$ cat config.mk
export PLATFORM = sky130hd
export DESIGN_NAME = address_region_table_unit
export DESIGN_NICKNAME = d
export VERILOG_FILES = /design/src/rtl/art_pkg.sv /design/src/rtl/art_ctrl.sv /design/src/rtl/art_dp.sv /design/src/rtl/address_region_table_unit.sv
export SDC_FILE = /design/constraint.sdc
export NUM_CORES = 2
export LEC_CHECK = 0
export BUFFER_PORTS_ARGS = -buffer_cell sky130_fd_sc_hd__buf_2
export CORE_ASPECT_RATIO = 1.4
export CORE_MARGIN = 4
export CORE_UTILIZATION = 42
export DETAILED_ROUTE_END_ITERATION = 16
export PLACE_DENSITY = 0.6
export SLEW_MARGIN = 5
export SYNTH_ARGS = -nofsm -noshare
export SYNTH_HDL_FRONTEND = slang
export SYNTH_HIERARCHICAL = 1
export SYNTH_SLANG_ARGS = --single-unit
$ cat constraint.sdc
create_clock -name clk -period 12.38 [get_ports clk]
set_input_delay 1.238 -clock clk [delete_from_list [all_inputs] [get_ports clk]]
set_output_delay 1.238 -clock clk [all_outputs]
set_load 0.005 [all_outputs]
$ cat src/rtl/art_pkg.sv
// ----------------------------------------------------------------------------
// art_pkg
// Shared types, sizes and codes for the address region table unit.
// ----------------------------------------------------------------------------
package art_pkg;

    localparam int REGION_ENTRIES = 16;
    localparam int FLAG_BITS      = 8;
    localparam int ENTRY_W        = (REGION_ENTRIES > 1) ? $clog2(REGION_ENTRIES) : 1;

    localparam int ADDR_W     = 32;
    localparam int FLAG_IO_W  = 8;
    localparam int INDEX_IO_W = 4;

    typedef enum logic [1:0] {
        MODE_INSERT = 2'd0,
        MODE_LOOKUP = 2'd1,
        MODE_DELETE = 2'd2,
        MODE_MODIFY = 2'd3
    } mode_t;

    typedef enum logic [1:0] {
        STAT_OK        = 2'd0,
        STAT_CONFLICT  = 2'd1,
        STAT_FULL      = 2'd2,
        STAT_NOT_FOUND = 2'd3
    } status_t;

    typedef struct packed {
        logic               load;
        logic               rd_en;
        logic [ENTRY_W-1:0] rd_addr;
        logic               finish;
    } cmd_t;

    function automatic logic [FLAG_BITS-1:0] flags_to_store(input logic [FLAG_IO_W-1:0] f);
        logic [31:0] wide;
        wide = 32'(f);
        return wide[FLAG_BITS-1:0];
    endfunction

    function automatic logic [FLAG_IO_W-1:0] flags_to_port(input logic [FLAG_BITS-1:0] f);
        logic [31:0] wide;
        wide = 32'(f);
        return wide[FLAG_IO_W-1:0];
    endfunction

    function automatic logic [INDEX_IO_W-1:0] index_to_port(input logic [ENTRY_W-1:0] i);
        logic [31:0] wide;
        wide = 32'(i);
        return wide[INDEX_IO_W-1:0];
    endfunction

    function automatic logic [ENTRY_W-1:0] index_from_port(input logic [INDEX_IO_W-1:0] i);
        logic [31:0] wide;
        wide = 32'(i);
        return wide[ENTRY_W-1:0];
    endfunction

endpackage

$ cat src/rtl/art_ctrl.sv
// ----------------------------------------------------------------------------
// art_ctrl
// Sequencer: accepts an item, sweeps the table one entry per cycle, then
// tells the datapath to resolve and report the item.
// ----------------------------------------------------------------------------
module art_ctrl
(
    input  logic          clk,
    input  logic          rst_n,
    input  logic          start,
    output logic          busy,
    output art_pkg::cmd_t cmd
);

    typedef enum logic [3:0] {
        S_IDLE = 4'b0001,
        S_SCAN = 4'b0010,
        S_WAIT = 4'b0100,
        S_DONE = 4'b1000
    } state_t;

    state_t                      state_reg;
    state_t                      state_next;
    logic [art_pkg::ENTRY_W-1:0] cnt_reg;
    logic [art_pkg::ENTRY_W-1:0] cnt_next;
    logic                        last_entry;

    assign last_entry = (cnt_reg == art_pkg::ENTRY_W'(art_pkg::REGION_ENTRIES - 1));
    assign busy       = (state_reg != S_IDLE);

    always_comb
    begin
        state_next   = state_reg;
        cnt_next     = cnt_reg;
        cmd.load     = 1'b0;
        cmd.rd_en    = 1'b0;
        cmd.rd_addr  = cnt_reg;
        cmd.finish   = 1'b0;
        case (state_reg)
            S_IDLE:
            begin
                if (start)
                begin
                    cmd.load   = 1'b1;
                    cnt_next   = '0;
                    state_next = S_SCAN;
                end
            end
            S_SCAN:
            begin
                cmd.rd_en = 1'b1;
                if (last_entry)
                begin
                    state_next = S_WAIT;
                end
                else
                begin
                    cnt_next = cnt_reg + 1'b1;
                end
            end
            S_WAIT:
            begin
                state_next = S_DONE;
            end
            S_DONE:
            begin
                cmd.finish = 1'b1;
                state_next = S_IDLE;
            end
            default:
            begin
                state_next = S_IDLE;
            end
        endcase
    end

    always_ff @(posedge clk or negedge rst_n)
    begin
        if (!rst_n)
        begin
            state_reg <= S_IDLE;
            cnt_reg   <= '0;
        end
        else
        begin
            state_reg <= state_next;
            cnt_reg   <= cnt_next;
        end
    end

    a_accept_busy: assert property (@(posedge clk) disable iff (!rst_n)
        (start && !busy) |=> (busy && state_reg == S_SCAN && cnt_reg == '0))
        else $error("accepted item did not start a sweep");

    a_finish_once: assert property (@(posedge clk) disable iff (!rst_n)
        cmd.finish |=> !cmd.finish && !busy)
        else $error("finish not a single cycle ending the item");

endmodule

$ cat src/rtl/art_dp.sv
// ----------------------------------------------------------------------------
// art_dp
// Datapath: region table memory, valid bits, per-entry overlap and lookup
// compare, sweep accumulators and the registered result.
// ----------------------------------------------------------------------------
module art_dp
(
    input  logic                             clk,
    input  logic                             rst_n,
    input  art_pkg::cmd_t                    cmd,
    input  logic [1:0]                       mode,
    input  logic [art_pkg::ADDR_W-1:0]       start_addr,
    input  logic [art_pkg::ADDR_W-1:0]       end_addr,
    input  logic [art_pkg::FLAG_IO_W-1:0]    region_flags,
    input  logic [art_pkg::INDEX_IO_W-1:0]   entry_index,
    input  logic [art_pkg::ADDR_W-1:0]       lookup_addr,
    output logic                             done,
    output logic [1:0]                       status,
    output logic [art_pkg::INDEX_IO_W-1:0]   result_index,
    output logic                             hit,
    output logic [art_pkg::ADDR_W-1:0]       out_start,
    output logic [art_pkg::ADDR_W-1:0]       out_end,
    output logic [art_pkg::FLAG_IO_W-1:0]    out_flags,
    output logic [art_pkg::ADDR_W-1:0]       out_size
);

    localparam int N  = art_pkg::REGION_ENTRIES;
    localparam int EW = art_pkg::ENTRY_W;
    localparam int AW = art_pkg::ADDR_W;
    localparam int FW = art_pkg::FLAG_BITS;

    logic [AW-1:0] start_mem [N];
    logic [AW-1:0] end_mem   [N];
    logic [FW-1:0] flags_mem [N];
    logic [N-1:0]  valid_reg;

    art_pkg::mode_t mode_reg;
    logic [AW-1:0]  s_reg;
    logic [AW-1:0]  e_reg;
    logic [FW-1:0]  f_reg;
    logic [EW-1:0]  idx_reg;
    logic           idx_range_reg;
    logic [AW-1:0]  la_reg;

    logic [AW-1:0]  rd_start_reg;
    logic [AW-1:0]  rd_end_reg;
    logic [FW-1:0]  rd_flags_reg;
    logic           rd_valid_reg;
    logic           cmp_valid_reg;
    logic [EW-1:0]  cmp_idx_reg;

    logic           conflict_reg;
    logic           free_found_reg;
    logic [EW-1:0]  free_idx_reg;
    logic           found_reg;
    logic [EW-1:0]  found_idx_reg;
    logic [AW-1:0]  found_start_reg;
    logic [AW-1:0]  found_end_reg;
    logic [FW-1:0]  found_flags_reg;

    logic           done_reg;
    art_pkg::status_t status_reg;
    logic [EW-1:0]  res_idx_reg;
    logic [AW-1:0]  res_start_reg;
    logic [AW-1:0]  res_end_reg;
    logic [FW-1:0]  res_flags_reg;

    logic           overlap;
    logic           skip_self;
    logic           lookup_match;
    logic           capture;
    logic           idx_ok;

    art_pkg::status_t res_status;
    logic [EW-1:0]  res_idx;
    logic [AW-1:0]  res_start;
    logic [AW-1:0]  res_end;
    logic [FW-1:0]  res_flags;
    logic           wr_en;
    logic [EW-1:0]  wr_idx;
    logic           clr_valid;

    assign overlap = (s_reg >= rd_start_reg && s_reg < rd_end_reg)
                  || (e_reg > rd_start_reg && e_reg <= rd_end_reg)
                  || (s_reg <= rd_start_reg && e_reg >= rd_end_reg);
    assign skip_self    = (mode_reg == art_pkg::MODE_MODIFY) && (cmp_idx_reg == idx_reg);
    assign lookup_match = rd_valid_reg && (la_reg >= rd_start_reg) && (la_reg < rd_end_reg);
    assign capture      = (mode_reg == art_pkg::MODE_LOOKUP) ? lookup_match
                        : ((mode_reg == art_pkg::MODE_DELETE) && (cmp_idx_reg == idx_reg));
    assign idx_ok       = idx_range_reg && valid_reg[idx_reg];

    // hold the item's fields for the sweep
    always_ff @(posedge clk)
    begin
        if (cmd.load)
        begin
            mode_reg      <= art_pkg::mode_t'(mode);
            s_reg         <= start_addr;
            e_reg         <= end_addr;
            f_reg         <= art_pkg::flags_to_store(region_flags);
            idx_reg       <= art_pkg::index_from_port(entry_index);
            idx_range_reg <= (32'(entry_index) < 32'(N));
            la_reg        <= lookup_addr;
        end
    end

    // table memory: one registered read, one write
    always_ff @(posedge clk)
    begin
        if (cmd.rd_en)
        begin
            rd_start_reg <= start_mem[cmd.rd_addr];
            rd_end_reg   <= end_mem[cmd.rd_addr];
            rd_flags_reg <= flags_mem[cmd.rd_addr];
        end
        if (wr_en)
        begin
            start_mem[wr_idx] <= s_reg;
            end_mem[wr_idx]   <= e_reg;
            flags_mem[wr_idx] <= f_reg;
        end
    end

    always_ff @(posedge clk or negedge rst_n)
    begin
        if (!rst_n)
        begin
            valid_reg     <= '0;
            cmp_valid_reg <= 1'b0;
        end
        else
        begin
            cmp_valid_reg <= cmd.rd_en;
            if (wr_en)
            begin
                valid_reg[wr_idx] <= 1'b1;
            end
            if (clr_valid)
            begin
                valid_reg[idx_reg] <= 1'b0;
            end
        end
    end

    always_ff @(posedge clk)
    begin
        if (cmd.rd_en)
        begin
            rd_valid_reg <= valid_reg[cmd.rd_addr];
            cmp_idx_reg  <= cmd.rd_addr;
        end
    end

    // accumulate sweep results
    always_ff @(posedge clk or negedge rst_n)
    begin
        if (!rst_n)
        begin
            conflict_reg   <= 1'b0;
            free_found_reg <= 1'b0;
            found_reg      <= 1'b0;
        end
        else if (cmd.load)
        begin
            conflict_reg   <= 1'b0;
            free_found_reg <= 1'b0;
            found_reg      <= 1'b0;
        end
        else if (cmp_valid_reg)
        begin
            if (rd_valid_reg && !skip_self && overlap)
            begin
                conflict_reg <= 1'b1;
            end
            if (!rd_valid_reg && !free_found_reg)
            begin
                free_found_reg <= 1'b1;
            end
            if (capture && !found_reg)
            begin
                found_reg <= 1'b1;
            end
        end
    end

    always_ff @(posedge clk)
    begin
        if (cmp_valid_reg)
        begin
            if (!rd_valid_reg && !free_found_reg)
            begin
                free_idx_reg <= cmp_idx_reg;
            end
            if (capture && !found_reg)
            begin
                found_idx_reg   <= cmp_idx_reg;
                found_start_reg <= rd_start_reg;
                found_end_reg   <= rd_end_reg;
                found_flags_reg <= rd_flags_reg;
            end
        end
    end

    // resolve the item at the end of the sweep
    always_comb
    begin
        res_status = art_pkg::STAT_OK;
        res_idx    = found_idx_reg;
        res_start  = found_start_reg;
        res_end    = found_end_reg;
        res_flags  = found_flags_reg;
        wr_en      = 1'b0;
        wr_idx     = idx_reg;
        clr_valid  = 1'b0;
        case (mode_reg)
            art_pkg::MODE_INSERT:
            begin
                res_idx   = free_idx_reg;
                res_start = s_reg;
                res_end   = e_reg;
                res_flags = f_reg;
                wr_idx    = free_idx_reg;
                if (conflict_reg)
                begin
                    res_status = art_pkg::STAT_CONFLICT;
                end
                else if (free_found_reg)
                begin
                    wr_en = cmd.finish;
                end
                else
                begin
                    res_status = art_pkg::STAT_FULL;
                end
            end
            art_pkg::MODE_LOOKUP:
            begin
                if (!found_reg)
                begin
                    res_status = art_pkg::STAT_NOT_FOUND;
                end
            end
            art_pkg::MODE_DELETE:
            begin
                if (idx_ok)
                begin
                    clr_valid = cmd.finish;
                end
                else
                begin
                    res_status = art_pkg::STAT_NOT_FOUND;
                end
            end
            art_pkg::MODE_MODIFY:
            begin
                res_idx   = idx_reg;
                res_start = s_reg;
                res_end   = e_reg;
                res_flags = f_reg;
                if (!idx_ok)
                begin
                    res_status = art_pkg::STAT_NOT_FOUND;
                end
                else if (conflict_reg)
                begin
                    res_status = art_pkg::STAT_CONFLICT;
                end
                else
                begin
                    wr_en = cmd.finish;
                end
            end
            default:
            begin
                res_status = art_pkg::STAT_NOT_FOUND;
            end
        endcase
    end

    always_ff @(posedge clk or negedge rst_n)
    begin
        if (!rst_n)
        begin
            done_reg <= 1'b0;
        end
        else
        begin
            done_reg <= cmd.finish;
        end
    end

    // drop payload to zero on any failure
    always_ff @(posedge clk)
    begin
        if (cmd.finish)
        begin
            status_reg <= res_status;
            if (res_status == art_pkg::STAT_OK)
            begin
                res_idx_reg   <= res_idx;
                res_start_reg <= res_start;
                res_end_reg   <= res_end;
                res_flags_reg <= res_flags;
            end
            else
            begin
                res_idx_reg   <= '0;
                res_start_reg <= '0;
                res_end_reg   <= '0;
                res_flags_reg <= '0;
            end
        end
    end

    assign done         = done_reg;
    assign status       = status_reg;
    assign result_index = art_pkg::index_to_port(res_idx_reg);
    assign hit          = (status_reg == art_pkg::STAT_OK);
    assign out_start    = res_start_reg;
    assign out_end      = res_end_reg;
    assign out_flags    = art_pkg::flags_to_port(res_flags_reg);
    assign out_size     = res_end_reg - res_start_reg;

    a_fail_zero: assert property (@(posedge clk) disable iff (!rst_n)
        (done && status != art_pkg::STAT_OK) |->
            (result_index == '0 && out_start == '0 && out_end == '0 && out_flags == '0))
        else $error("failed item carries payload");

    a_write_no_conflict: assert property (@(posedge clk) disable iff (!rst_n)
        wr_en |-> (cmd.finish && !conflict_reg))
        else $error("table written on conflict");

    a_delete_valid: assert property (@(posedge clk) disable iff (!rst_n)
        clr_valid |=> !valid_reg[$past(idx_reg)])
        else $error("deleted entry still valid");

    a_insert_sets_valid: assert property (@(posedge clk) disable iff (!rst_n)
        (wr_en && mode_reg == art_pkg::MODE_INSERT) |-> !valid_reg[wr_idx])
        else $error("insert into occupied entry");

endmodule

$ cat src/rtl/address_region_table_unit.sv
// ----------------------------------------------------------------------------
// address_region_table_unit
// Table of address regions with insert, lookup, delete and modify.
// ----------------------------------------------------------------------------
// An item is accepted when start is high and busy is low. Every item sweeps
// the whole table, one entry per cycle through the registered read port of
// the region memory. The last compare, the resolve step and the registered
// result follow the sweep, and done is registered together with the result.
// busy is low in the cycle that done is high, so the next item can be
// accepted at the edge that takes the result; an item is not accepted before
// the one ahead of it is through. done is high for exactly one cycle and the
// receiver cannot stall it.
// ----------------------------------------------------------------------------
module address_region_table_unit
(
    input  logic                             clk,
    input  logic                             rst_n,
    input  logic                             start,
    output logic                             busy,
    input  logic [1:0]                       mode,
    input  logic [art_pkg::ADDR_W-1:0]       start_addr,
    input  logic [art_pkg::ADDR_W-1:0]       end_addr,
    input  logic [art_pkg::FLAG_IO_W-1:0]    region_flags,
    input  logic [art_pkg::INDEX_IO_W-1:0]   entry_index,
    input  logic [art_pkg::ADDR_W-1:0]       lookup_addr,
    output logic                             done,
    output logic [1:0]                       status,
    output logic [art_pkg::INDEX_IO_W-1:0]   result_index,
    output logic                             hit,
    output logic [art_pkg::ADDR_W-1:0]       out_start,
    output logic [art_pkg::ADDR_W-1:0]       out_end,
    output logic [art_pkg::FLAG_IO_W-1:0]    out_flags,
    output logic [art_pkg::ADDR_W-1:0]       out_size
);

    art_pkg::cmd_t cmd;

    art_ctrl u_ctrl
    (
        .clk   (clk),
        .rst_n (rst_n),
        .start (start),
        .busy  (busy),
        .cmd   (cmd)
    );

    art_dp u_dp
    (
        .clk          (clk),
        .rst_n        (rst_n),
        .cmd          (cmd),
        .mode         (mode),
        .start_addr   (start_addr),
        .end_addr     (end_addr),
        .region_flags (region_flags),
        .entry_index  (entry_index),
        .lookup_addr  (lookup_addr),
        .done         (done),
        .status       (status),
        .result_index (result_index),
        .hit          (hit),
        .out_start    (out_start),
        .out_end      (out_end),
        .out_flags    (out_flags),
        .out_size     (out_size)
    );

endmodule

== Word level (Yosys, flattened, before mapping) ==
Memories as Yosys holds them, arrays and structs flattened. A register that Yosys moved wholly into a read port is not among the register bits.
Index checks and enable logic that the tools add are counted.

* Bits in registers: 302
* Memory bits (writable): 1152
* Logic and storage cells: 146
* Memories: 3

* $add $sub $neg: 2
* Magnitude comparators: 13
* Equal/unequal tests: 13
* Multiplexer cells: 51
* Bitwise operators: 3
* Reduce and logical (&&, ||, !) cells: 35

{| class="wikitable"
|+ Memories
! memory !! words !! bits a word !! rd ports !! clocked after memory_dff !! write ports !! RTL line !! source
|-
| u_dp.end_mem || 16 || 32 || 1 || 1 || 1 || art_dp.sv:33 || <nowiki>logic [AW-1:0] end_mem [N];</nowiki>
|-
| u_dp.start_mem || 16 || 32 || 1 || 1 || 1 || art_dp.sv:32 || <nowiki>logic [AW-1:0] start_mem [N];</nowiki>
|-
| u_dp.flags_mem || 16 || 8 || 1 || 1 || 1 || art_dp.sv:34 || <nowiki>logic [FW-1:0] flags_mem [N];</nowiki>
|}

{| class="wikitable"
|+ Operator list
! operator !! number
|-
| >= comparator 32 bit || 3
|-
| less-or-equal comparator 32 bit || 2
|-
| < comparator 32 bit || 2
|-
| 2-to-1 mux 32 bit || 2
|-
| > comparator 32 bit || 1
|-
| 2-to-1 mux 16 bit || 2
|-
| subtractor 32 bit || 1
|-
| 2-to-1 mux 1 bit || 27
|-
| 2-to-1 mux 4 bit || 5
|-
| AND 16 bit || 1
|-
| inverter 16 bit || 1
|-
| bitwise OR 16 bit || 1
|-
| one-hot mux 4 bit (2 select lines) || 2
|-
| < comparator 4 x 5 -> 1 bit, second input constant || 3
|-
| logical AND 1 bit || 13
|-
| one-hot mux 4 bit (3 select lines) || 1
|-
| AND reduction 2 bit || 6
|-
| 2-to-1 mux 2 bit || 5
|-
| nonzero test 2 bit || 5
|-
| binary-select mux 1 bit (select 4 bit) || 2
|-
| demux 1 bit (select 4 bit) || 2
|-
| equality test 4 bit, second input constant || 2
|-
| >= comparator 4 x 1 -> 1 bit, second input constant || 2
|-
| 2-to-1 mux 8 bit || 1
|-
| other kinds (17) || 25
|}

== Logic depth before layout (Yosys ltp) ==
* Word-level depth: 10
* Mapped depth: 12
* Gate-level depth less buffers: 12

== Modules after synthesis ==
The synthesis kept the hierarchy.

{| class="wikitable"
|+ Modules (own cells, without submodules)
! module !! instances !! cells an instance !! area each (um2) !! seq. area each (um2)
|-
| art_dp || 1 || 3018 || 61893.1 || 45478.6
|-
| art_ctrl || 1 || 32 || 386.6 || 201.4
|}

== Least setup slack after synthesis ==
OpenSTA, ideal clock, no wires.

* Path type: reg-to-reg
* From: register u_ctrl.state_reg[3]
* To: register u_dp.valid_reg[8]
* Library setup time: 0.077 ns
* Arrival: 13.294 ns
* Data required time: 12.303 ns
* Path slack: -0.990 ns
* Stages on the path, launching flop included: 6
* Path buffers: 0
* Clock period less this slack: 13.370 ns
* Path through: dfrtp_1 -> nor4b_1 -> nor4b_1 -> o21ai_0 -> nor2_1 -> o32a_1

{| class="wikitable"
|+ RTL lines
! element !! RTL line !! source
|-
| start, declared || art_ctrl.sv:22 || <nowiki>state_t state_reg;</nowiki>
|-
| start signal, assigned || art_ctrl.sv:86 || <nowiki>state_reg <= state_next;</nowiki>
|-
| end signal, assigned || art_dp.sv:128 || <nowiki>valid_reg <= '0;</nowiki>
|-
| end signal, assigned by index || art_dp.sv:136 || <nowiki>valid_reg[wr_idx] <= 1'b1;</nowiki>
|-
| end signal, assigned by index || art_dp.sv:140 || <nowiki>valid_reg[idx_reg] <= 1'b0;</nowiki>
|-
| end, declared || art_dp.sv:35 || <nowiki>logic [N-1:0] valid_reg;</nowiki>
|}

== Worst setup path in the final report ==
* From: register u_dp.res_start_reg[1] (netlist: u_dp/out_start[1])
* To: output out_size[21] in the netlist's numbering

* Longest elaborated chain between the ends: 1

{| class="wikitable"
|+ Ends and longest elaborated chain
! element !! RTL line !! source
|-
| start, declared || art_dp.sv:64 || <nowiki>logic [AW-1:0] res_start_reg;</nowiki>
|-
| start signal, assigned || art_dp.sv:301 || <nowiki>res_start_reg <= res_start;</nowiki>
|-
| subtractor 32 bit || art_dp.sv:322 || <nowiki>assign out_size = res_end_reg - res_start_reg;</nowiki>
|-
| end, declared || address_region_table_unit.sv:33 || <nowiki>output logic [art_pkg::ADDR_W-1:0] out_size</nowiki>
|}

Every way passes these cells.

==> results.cfg <==
[floorplanning]
initial_util_pct = 42.4
placementRows = 166
io_pins = 226
dieArea_um2 = 155000
core_area_um2 = 147000
chipHeight_um = 464
fp.dieW_um = 333

[clock_tree]
cts_tree = built
tritoncts_num_sinks = 1526
holdBufCountCts = 0
clk_latency_ns = 0.78
numCtsBuffers = 149
clk_transition_reported_paths_ns = 0.06
max_root_sink_buffers = 3
postCtsSetupBuffers = 0
cts_max_level = 4
root_buffer_cell = sky130_fd_sc_hd__clkbuf_16
cts_resized = 0

[logic_synthesis]
async_reset_ff_share_pct = 1.90
ys_seq_elements = 1526
syn_avg_cell_area_um2 = 20.4
syn_inst = 3050
seq_area_frac_synth_pct = 73.3
synth_cell_type_count = 69
synth_warnings = 6
post_synth_instance_area_um2 = 62300
ys_dominant_reg_cell = sky130_fd_sc_hd__edfxtp_1
synth_enable_flop_cells = 1497
postSynthNetCount = 3391

[cells_and_area]
area_growth_syn_to_layout_pct = 13.9
fillerInstances = 12000
final_net_count = 3741
largest_registers = u_dp/end_mem (512), u_dp/start_mem (512), u_dp/flags_mem (128)
post_route_cells_drive_above_1_share_pct = 26.3
core_occupancy_in_the_finished_layout_pct = 48.3

[grt]
grt_pass1_vias = 31900
grt.met1_usage_pct = 28.6
globalRouteOverflowTotal = 0
antenna_found_initial = 9
grt-busiest-layer = met2
grt_util_met3_pct = 4.39
first_pass_grt_wire_length_um = 233000
grt_util_all_layers_pct = 21.0
gr-usage-met2_pct = 34.9
grt_start_max_net_pins = 95

[worst_setup_path]
crit_buf_inv = 3
worstSetupPathType = reg2out
slowest_delay_ns = 0.61
worstSetupStartpointType = register
critPathCaptureType = output pin
path_delay_family = compound AO/OA/AOI/OAI gates
worst-path-stages = 13
worstPathCellList = inv_1, ha_1, nor2b_1, o31a_1, o31ai_1, nand2_1, a21boi_0, buf_4, o21ai_0, a21o_1, a21oi_1, xnor2_1, buf_2
timing.critical_path.slowest_stage_cell = sky130_fd_sc_hd__o31ai_1
critical_path_peak_fanout = 4
worstRegToRegCells = 8
critPathRequiredTime_ns = 11.14
crit_arrival_ns = 4.39

[routing]
drt.antenna.violating_nets = 0
wl_per_cell_um = 29.7
drc_errors = 0
firstDrtPassIters = 5
total_routed_wirelength_um = 162000
route.vias.total = 31200
via_density_per_instance = 5.72
first_iter_violations = 3043

[worst_hold_path]
min-delay-path-class = reg2reg
worst_hold_path_cell_count = 0

[job]
maxCapViolations = 0

[timing]
maxClockFrequency_ghz = 0.178
final_max_slew_viol_count = 0
timing.slew.headroom_pct = 13.7
finalSetupViolations = 0
hold_viol = 0
tightest_slew_ns = 1.28
fin_tns_setup_ns = 0
rsz0062_at_grt = no
shortest_period_the_worst_path_allows_ns = 5.63
post_route_fraction_of_the_period_consumed_by_the_critical_path_pct = 45.4
clock-skew-final_ns = 0.0258

[power]
clockPowerShare_pct = 34.1
powerDensity_nw_per_um2 = 184
share_seq_of_total_power_pct = 49.1
p_int_mw = 9.49
power.leakage_nw = 24.0
power.share.switching_pct = 27.1
comb_power_share_pct = 16.8
vdd_ir_drop_max_mv = 0.135
switchingPower_mw = 3.53

[status]
result_of_the_run = completed

[place]
gp_routability_congestion = 0.900
buffer_ports.inserted = 225
hpwl_um = 97900
[kinds of logic after synthesis]
group,Yosys count,synth area share (%)
AOI/OAI and AO/OA,303,3.29
xor gates and xnor gates,28,0.394
adders and majority gates,228,4.59
buffers and inverters,226,1.44
DFF,1526,73.3
muxes,442,14.5
and+or+nand+nor,297,2.40
[worst paths after layout]
kind | startpoint | end | slack [ns]
max reg2reg | u_dp/idx_reg[0] | u_dp/flags_mem[8][2] | 7.56
min in group asynchronous | rst_n | u_dp/cmp_valid_reg | 0.57
min | u_dp/rd_flags_reg[5] | u_dp/found_flags_reg[5] | 0.41
max | u_dp/out_start[1] | out_size[21] | 6.75
min reg2reg | u_dp/rd_flags_reg[5] | u_dp/found_flags_reg[5] | 0.41
max in group asynchronous | rst_n | u_ctrl/cnt_reg[1] | 11.20
[cell usage in the layout (no fill, tap or decap), types with 75 or more instances in the layout]
master,count
sky130_fd_sc_hd__inv_1,117
sky130_fd_sc_hd__clkbuf_16,150
sky130_fd_sc_hd__edfxtp_1,1497
sky130_fd_sc_hd__buf_2,225
sky130_fd_sc_hd__buf_4,82
sky130_fd_sc_hd__ha_1,226
sky130_fd_sc_hd__a21o_1,96
sky130_fd_sc_hd__a21oi_1,75
sky130_fd_sc_hd__nor2_1,113
sky130_fd_sc_hd__mux4_2,370
[metrics by stage]
stage	cell area (um2)	total power [mW]	setup slack, ns	hold slack, ns	instances
finish	70900	13.0	6.75	0.407	5459
global route	70900	13.6	6.50	0.413	5456
CTS	70900	13.2	6.71	0.398	5455
detailed placement	66200	8.71	7.52	0.405	5181
global placement	66200	8.69	7.48	0.411	5181
floorplan	62300	7.86	2.21	0.400	3050
[metal layers]
metal,wire length (um),share of wire [%]
met5,27,0.017
met4,3160,1.9
met3,11800,7.3
met2,80700,50
met1,66600,41
[synthesized netlist by cell type (5+ instances only)]
library cell	number	area, um2
sky130_fd_sc_hd__o32a_1	7	70.1
sky130_fd_sc_hd__a31oi_1	8	50.1
sky130_fd_sc_hd__a211oi_1	7	52.6
sky130_fd_sc_hd__ha_1	227	2840
sky130_fd_sc_hd__clkbuf_1	67	251
sky130_fd_sc_hd__a21o_1	96	721
sky130_fd_sc_hd__dfrtp_1	28	701
sky130_fd_sc_hd__and3_1	8	50.1
sky130_fd_sc_hd__buf_1	31	116
sky130_fd_sc_hd__buf_2	5	25.0
sky130_fd_sc_hd__nor2b_1	15	93.8
sky130_fd_sc_hd__nand4_1	37	231
sky130_fd_sc_hd__and4_1	9	78.8
sky130_fd_sc_hd__o21ai_0	36	180
sky130_fd_sc_hd__nor4b_1	5	43.8
sky130_fd_sc_hd__xor2_1	9	78.8
sky130_fd_sc_hd__nand2b_1	11	68.8
sky130_fd_sc_hd__nor3_1	10	50.1
sky130_fd_sc_hd__xnor2_1	19	166
sky130_fd_sc_hd__nand2_1	31	116
sky130_fd_sc_hd__a21oi_1	75	375
sky130_fd_sc_hd__mux2i_1	72	721
sky130_fd_sc_hd__o21a_1	17	128
sky130_fd_sc_hd__mux4_2	370	8330
sky130_fd_sc_hd__nor2_1	129	484
sky130_fd_sc_hd__buf_6	5	56.3
sky130_fd_sc_hd__edfxtp_1	1497	45000
sky130_fd_sc_hd__nand3_1	19	95.1
sky130_fd_sc_hd__o22a_1	11	96.3
sky130_fd_sc_hd__o22ai_1	5	31.3
sky130_fd_sc_hd__inv_1	117	439
sky130_fd_sc_hd__a22oi_1	5	37.5
[power groups by stage]
stage                     clock, mW  combinational, mW  sequential, mW
after floorplan                   0               1.51            6.35
after global placement            0               2.20            6.50
after detailed placement          0               2.21            6.50
after CTS                      4.54               2.22            6.39
after global routing           4.77               2.37            6.41
final                          4.44               2.19            6.39
[final cells by class]
| class | count | area (um2) | share of cell area (%) |
|---|---|---|---|
| antenna | 4 | 10.0 | 0.0141 |
| clock buffer | 180 | 3890 | 5.48 |
| clock inverter | 94 | 846 | 1.19 |
| inverter | 117 | 439 | 0.619 |
| multi-input combinational | 1298 | 15900 | 22.4 |
| sequential | 1526 | 45700 | 64.4 |
| tap | 1932 | 2420 | 3.41 |
| timing repair buffer | 308 | 1760 | 2.48 |
No activity file was read; power rests on OpenSTA's default activity.
